==> config.mk <==
export PLATFORM = sky130hd
export DESIGN_NAME = kts_table
export DESIGN_NICKNAME = d
export VERILOG_FILES = /design/src/design/kts_pkg.sv /design/src/design/kts_table.sv
export SDC_FILE = /design/constraint.sdc
export NUM_CORES = 2
export LEC_CHECK = 0
export BUFFER_PORTS_ARGS = -buffer_cell sky130_fd_sc_hd__buf_2
export CORE_AREA = 3 3 493 495
export DETAILED_ROUTE_END_ITERATION = 10
export DIE_AREA = 0 0 496 498
export GPL_ROUTABILITY_DRIVEN = 0
export PLACE_DENSITY_LB_ADDON = 0.08
export RECOVER_POWER = 100
export SYNTH_ARGS = -nofsm -noshare
export SYNTH_HDL_FRONTEND = slang
export SYNTH_SLANG_ARGS = --single-unit
export TNS_END_PERCENT = 5
==> constraint.sdc <==
create_clock -name clk_i -period 4.15 [get_ports clk_i]
set_input_delay 0.6225 -clock clk_i [delete_from_list [all_inputs] [get_ports clk_i]]
set_output_delay 0.6225 -clock clk_i [all_outputs]
set_load 0.01 [all_outputs]
==> src/design/kts_pkg.sv <==
// ----------------------------------------------------------------------------
// Keyframe selection package
// Shared types, register codes and helpers of the keyframe time/distance
// selector.
// ----------------------------------------------------------------------------
package kts_pkg;

  localparam int unsigned TS_W    = 63;
  localparam int unsigned POS_W   = 32;
  localparam int unsigned LEVEL_W = 3;
  localparam int unsigned IDX_W   = 4;
  localparam int unsigned TGAP_W  = 40;
  localparam int unsigned DIST_W  = 31;
  localparam int unsigned CFG_W   = 64;
  localparam int unsigned ADDR_W  = 4;

  localparam logic [LEVEL_W-1:0] LEVEL_MAX = 3'd7;

  localparam logic [TGAP_W-1:0] TGAP_RESET = 40'd1000000000;
  localparam logic [DIST_W-1:0] DIST_RESET = 31'd65536;

  // Register select taken from address bit three.
  localparam logic REG_TIME_GAP = 1'b0;
  localparam logic REG_DISTANCE = 1'b1;

  typedef struct packed {
    logic                    in_range;
    logic                    valid;
    logic [TS_W-1:0]         ts;
    logic signed [POS_W-1:0] x;
    logic signed [POS_W-1:0] y;
    logic signed [POS_W-1:0] z;
  } ref_entry_t;

  typedef struct packed {
    logic [LEVEL_W-1:0] level;
    logic               stored;
    logic               first;
  } decision_t;

  function automatic logic [LEVEL_W-1:0] raise_level(input logic [LEVEL_W-1:0] lvl);
    return (lvl == LEVEL_MAX) ? LEVEL_MAX : LEVEL_W'(lvl + 1'b1);
  endfunction

endpackage

==> src/design/kts_table.sv <==
// ----------------------------------------------------------------------------
// Keyframe reference table
// One reference keyframe per trajectory, with valid marks cleared at reset.
// ----------------------------------------------------------------------------
module kts_table import kts_pkg::*; #(
  parameter int unsigned TRAJ_COUNT = 16
) (
  input  logic                    clk_i,
  input  logic                    rst_ni,
  input  logic [IDX_W-1:0]        idx_i,
  input  logic                    wr_en_i,
  input  logic [TS_W-1:0]         wr_ts_i,
  input  logic signed [POS_W-1:0] wr_x_i,
  input  logic signed [POS_W-1:0] wr_y_i,
  input  logic signed [POS_W-1:0] wr_z_i,
  output ref_entry_t              entry_o
);

  localparam int unsigned DEPTH = (TRAJ_COUNT < (1 << IDX_W)) ? TRAJ_COUNT : (1 << IDX_W);
  localparam int unsigned AW    = (DEPTH > 1) ? $clog2(DEPTH) : 1;

  logic [DEPTH-1:0]        valid_q;
  logic [TS_W-1:0]         ts_q [DEPTH];
  logic signed [POS_W-1:0] x_q  [DEPTH];
  logic signed [POS_W-1:0] y_q  [DEPTH];
  logic signed [POS_W-1:0] z_q  [DEPTH];

  logic [AW-1:0] addr;
  logic          in_range;

  assign addr     = idx_i[AW-1:0];
  assign in_range = ({1'b0, idx_i} < (IDX_W + 1)'(DEPTH));

  always_comb begin
    entry_o.in_range = in_range;
    entry_o.valid    = in_range && valid_q[addr];
    entry_o.ts       = ts_q[addr];
    entry_o.x        = x_q[addr];
    entry_o.y        = y_q[addr];
    entry_o.z        = z_q[addr];
  end

  always_ff @(posedge clk_i or negedge rst_ni) begin
    if (!rst_ni) begin
      valid_q <= '0;
    end else if (wr_en_i && in_range) begin
      valid_q[addr] <= 1'b1;
    end
  end

  always_ff @(posedge clk_i) begin
    if (wr_en_i && in_range) begin
      ts_q[addr] <= wr_ts_i;
      x_q[addr]  <= wr_x_i;
      y_q[addr]  <= wr_y_i;
      z_q[addr]  <= wr_z_i;
    end
  end

endmodule

# After elaboration in Yosys (flattened, before gate mapping)
# Memories as Yosys holds them, arrays and structs flattened.
# Cells that the tools add are included.
# classes
n_reduce_logical,1
bitwise_logic,1
magnitude_cmp,2
mux,6
# op_table
operator,count
bitwise OR 16 bit,1
"< comparator 4 x 5 -> 1 bit, second input constant",1
binary-select mux 1 bit (select 4 bit),1
demux 1 bit (select 4 bit),1
">= comparator 4 x 1 -> 1 bit, second input constant",1
two-way mux 1 bit,4
logical AND 1 bit,1
# totals
inputBits,166
elab_cells,15
register_bits,16
ram_bits,2544
memories,4
out_inout_bits,161
# mem_list
memory,words,word_bits,read_ports,rd_ports_with_merged_regs,wr,line_no,rtl
ts_q,16,63,1,0,1,kts_table.sv:23,logic [TS_W-1:0] ts_q [DEPTH];
x_q,16,32,1,0,1,kts_table.sv:24,logic signed [POS_W-1:0] x_q [DEPTH];
y_q,16,32,1,0,1,kts_table.sv:25,logic signed [POS_W-1:0] y_q [DEPTH];
z_q,16,32,1,0,1,kts_table.sv:26,logic signed [POS_W-1:0] z_q [DEPTH];

# Logic depth before layout (Yosys ltp)
# depth
word_depth,5
depth_mapped,7
depth_no_buf,3

# Worst setup path after synthesis
# Ideal clock, no wire load.
# synth_timing
kind,in2reg
start,input port idx_i[0]
end,register valid_q[0]
t_required_ps,4042
slack_ps,-4855
t_arrival_ps,8898
n_path_buf,3
setup_ps,108
stages,6
path_cell_list,buf_2 > buf_6 > buf_2 > or3b_2 > nor2_1 > or2_2
# synth_via
elab_chain_cells,5
word_cells_on_any_way,6
cone_classes,order compare: 2; mux: 2; bitwise: 1; reduce/logical: 1
# synth_rtl
element,line_no,rtl
start: declaration,kts_table.sv:10,"input logic [IDX_W-1:0] idx_i,"
< comparator 4 x 5 -> 1 bit (not written as such) or >= comparator 4 x 1 -> 1 bit (tied branches),kts_table.sv:47,valid_q[addr] <= 1'b1;
logical AND 1 bit (not written as such),kts_table.sv:47,
two-way mux 1 bit (not written as such),kts_table.sv:47,
demux 1 bit (select 4 bit) (*),kts_table.sv:47,
bitwise OR 16 bit (no line) (*),--,
end signal: assignment,kts_table.sv:45,valid_q <= '0;
end signal: indexed assignment,kts_table.sv:47,
end: declaration,kts_table.sv:22,logic [DEPTH-1:0] valid_q;
# Mark *: on every way between the ends. The rest lies on a longest branch, timed or not.
# A chain may end at the register's enable or synchronous reset.

==> out/qor.csv <==
stage;metric;value;unit
floorplanning;total die area;247000;sq um
cts;number of setup buffers added after CTS;0;
synthesis;synthesized net count;4107;
job;Max Cap Violations;42;
placement;Final HPWL DP;126000;um
timing;Slew @ Worst Pin;2.74;ns
setup_path;worst endpoint required time;3.53;ns
timing;Fin Hold WS;0.194;ns
drt;vias per inst;5.55;
cts;H-tree levels;5;
setup_path;CP endpoint kind;output pin;
grt;vias in the first global route;46800;
setup_path;crit-path most repeated cell;clkbuf_1;
cts;Clock transition at path regs;0.06;ns
floorplanning;boundary pin count;327;
setup_path;max incr delay on CP;0.80;ns
run_status;outcome;finished, violations left;
synthesis;Seq/Total Area, Yosys;80.4;%
cts;CTS max path bufs;4;
floorplanning;Die X;496;um
drt;1st-iter DRT viols;3526;
setup_path;critical path arrival;3.07;ns
setup_path;CP cell instances;clkbuf_1, and2_2, buf_4, a22oi_1, nand2_1, clkbuf_1;
placement;placed cell areas;103000;sq um
power_and_ir_drop;VDD IR max;0.387;mV
setup_path;Buf/Inv on CP;3;
floorplanning;Initial Util;40.1;%
timing;Final setup viols;0;
grt;largest net degree at the start of global routing;73;
placement;placed cell count;7411;
timing;Final Hold Vio Count;0;
grt;Overall Global Routing Usage;19.6;%
final_layout;proportion of layout cells with a drive suffix above 1;25.9;%
synthesis;Syn Std Cell Area;95500;sq um
setup_path;CP Max Fanout;21;
drt;DRT antenna net count;0;
grt;first-pass GRT wire length;347000;um
drt;drt first pass iters;5;
drt;Wirelength per Cell;30.5;um
final_layout;Util after Layout;46.4;%
run_status;violated checks;max-capacitance violations, max-slew violations;
worst_hold_path;Min-Delay Path Class;input port to flop;
setup_path;Startpoint Class;input port;
synthesis;post-synthesis area per instance;24.2;sq um
grt;initial antenna violation count;41;
placement;PortBufs;325;
timing;RSZ-0062 raised after global routing;no;
cts;Num CTS Buffers;294;
timing;Max Freq;271;MHz
cts;worst skew pair latency;0.90;ns
final_layout;fin cells;7943;
timing;Slew Viols, Final;1784;
timing;minimum clock period;3.70;ns
cts;CTS sink count;2560;
timing;crit share post-route;89.1;%
power_and_ir_drop;Leak;34.6;nW
timing;Final Skew;0;ns
synthesis;yosys warns;0;
setup_path;Setup Crit Path Kind;input port to output pin;
cts;CTS root buf;clkbuf_16;
drt;Detailed Route WL;243000;um
floorplanning;Chip Height;498;um
timing;headroom to the max-slew limit;-82.9;%
floorplanning;Core ar.;238000;sq um
cts;CTS tree;built;
timing;Fin Setup TNS;0;ns
power_and_ir_drop;Pwr Density;510;nW/um^2
grt;GR Overflow Total;0;
cts;# hold bufs at CTS;4;
final_layout;nets;4710;
drt;DR DRC count;0;
setup_path;CP max-delay cell;and2_2;
floorplanning;# rows;179;
cts;cts repair resizes;0;
synthesis;Seq cells post-synth;2560;
synthesis;synthesized instance count;3941;
setup_path;top cell family by delay on the critical path;buffers and inverters;
final_layout;post-route cell area;111000;sq um
drt;vias;44000;
final_layout;synth-to-layout area growth;15.8;%
synthesis;post-synth cell types;19;
[final cells by class]
| cell class | count | area [sq um] |
|---|---|---|
| fill | 19900 | 128000 |
| sequential | 2560 | 76800 |
| multi-input combinational | 1165 | 17700 |
| clock buffer | 369 | 7880 |
| tap | 3167 | 3960 |
| timing repair buffer | 523 | 3120 |
| clock inverter | 139 | 1160 |
| antenna | 20 | 50.0 |
[Yosys cell counts]
| cell type | instances | area [sq um] |
|---|---|---|
| nor2_1 | 17 | 63.8 |
| nand2_1 | 161 | 604 |
| nor2b_1 | 2 | 12.5 |
| buf_2 | 79 | 395 |
| or2_2 | 17 | 106 |
| mux4_2 | 640 | 14400 |
| dfrtp_1 | 16 | 400 |
| nand3_1 | 1 | 5.00 |
| buf_4 | 1 | 7.51 |
| nand2b_1 | 2 | 12.5 |
| and2_1 | 1 | 6.26 |
| or3b_2 | 1 | 8.76 |
| nand3b_1 | 2 | 15.0 |
| edfxtp_1 | 2544 | 76400 |
| a22oi_1 | 320 | 2400 |
| clkbuf_1 | 96 | 360 |
| buf_6 | 20 | 225 |
| conb_1 | 1 | 3.75 |
| buf_1 | 20 | 75.1 |
[per-stage QoR]
step           total power [W]  worst slack (ns)
2_1_floorplan           0.0312            -0.130
3_3_place_gp            0.0327             0.627
3_5_place_dp            0.0327             0.641
4_1_cts                 0.0574             0.641
5_1_grt                 0.0585             0.285
6_report                0.0565             0.453
[logic make-up after synthesis]
group	share of synthesized area, %
buffers and inverters	1.11
muxes	15.1
and+or+nand+nor	0.874
other	0.00393
DFF	80.4
AOI/OAI and AO/OA	2.52
[state kept, by name, indices dropped and copies added, names as in the netlist]
name     cells
ts_q      1008
x_q        512
y_q        512
z_q        512
valid_q     16
[routing by layer]
layer | global-route usage (%) | routed length [um] | vias up
met5 | 0 | 112 | -
met4 | 4.89 | 5220 | 18
met3 | 4.09 | 14600 | 374
met2 | 31.1 | 117000 | 1192
met1 | 27.7 | 105000 | 24200
li1 | - | - | 18300
[final timing paths]
check / start / to / cells after the start / slack, ns
max: idx_i[2] / entry_o[87] / 6 / 0.45
min reg2reg: valid_q[6] / valid_q[6] / 1 / 0.46
max in group asynchronous: rst_ni / valid_q[13] / 2 / 3.16
min in group asynchronous: rst_ni / valid_q[9] / 2 / 0.43
min: wr_ts_i[11] / ts_q[3][11] / 1 / 0.19
max reg2reg: valid_q[5] / valid_q[5] / 1 / 3.36
[placed cells by master (no fill, tap or decap), types with 15 or more instances in the layout]
cell type	netlist	final
edfxtp_1	2544	2544
mux4_2	640	640
clkbuf_1	96	386
a22oi_1	320	320
clkbuf_16	0	304
nand2_1	161	161
clkinv_1	0	69
buf_4	1	61
buf_12	0	47
clkbuf_2	0	46
clkinv_2	0	44
buf_2	79	37
bufinv_16	0	21
diode_2	0	20
or2_2	17	17
dfrtp_1	16	16
nor2_1	17	15
[power by group]
part	switching, W	internal, W	total, W
clock network	0.00979	0.0147	0.0245
registers	0.000115	0.0290	0.0291
logic	0.00178	0.00109	0.00287
Power figures use the tool's default switching activity.
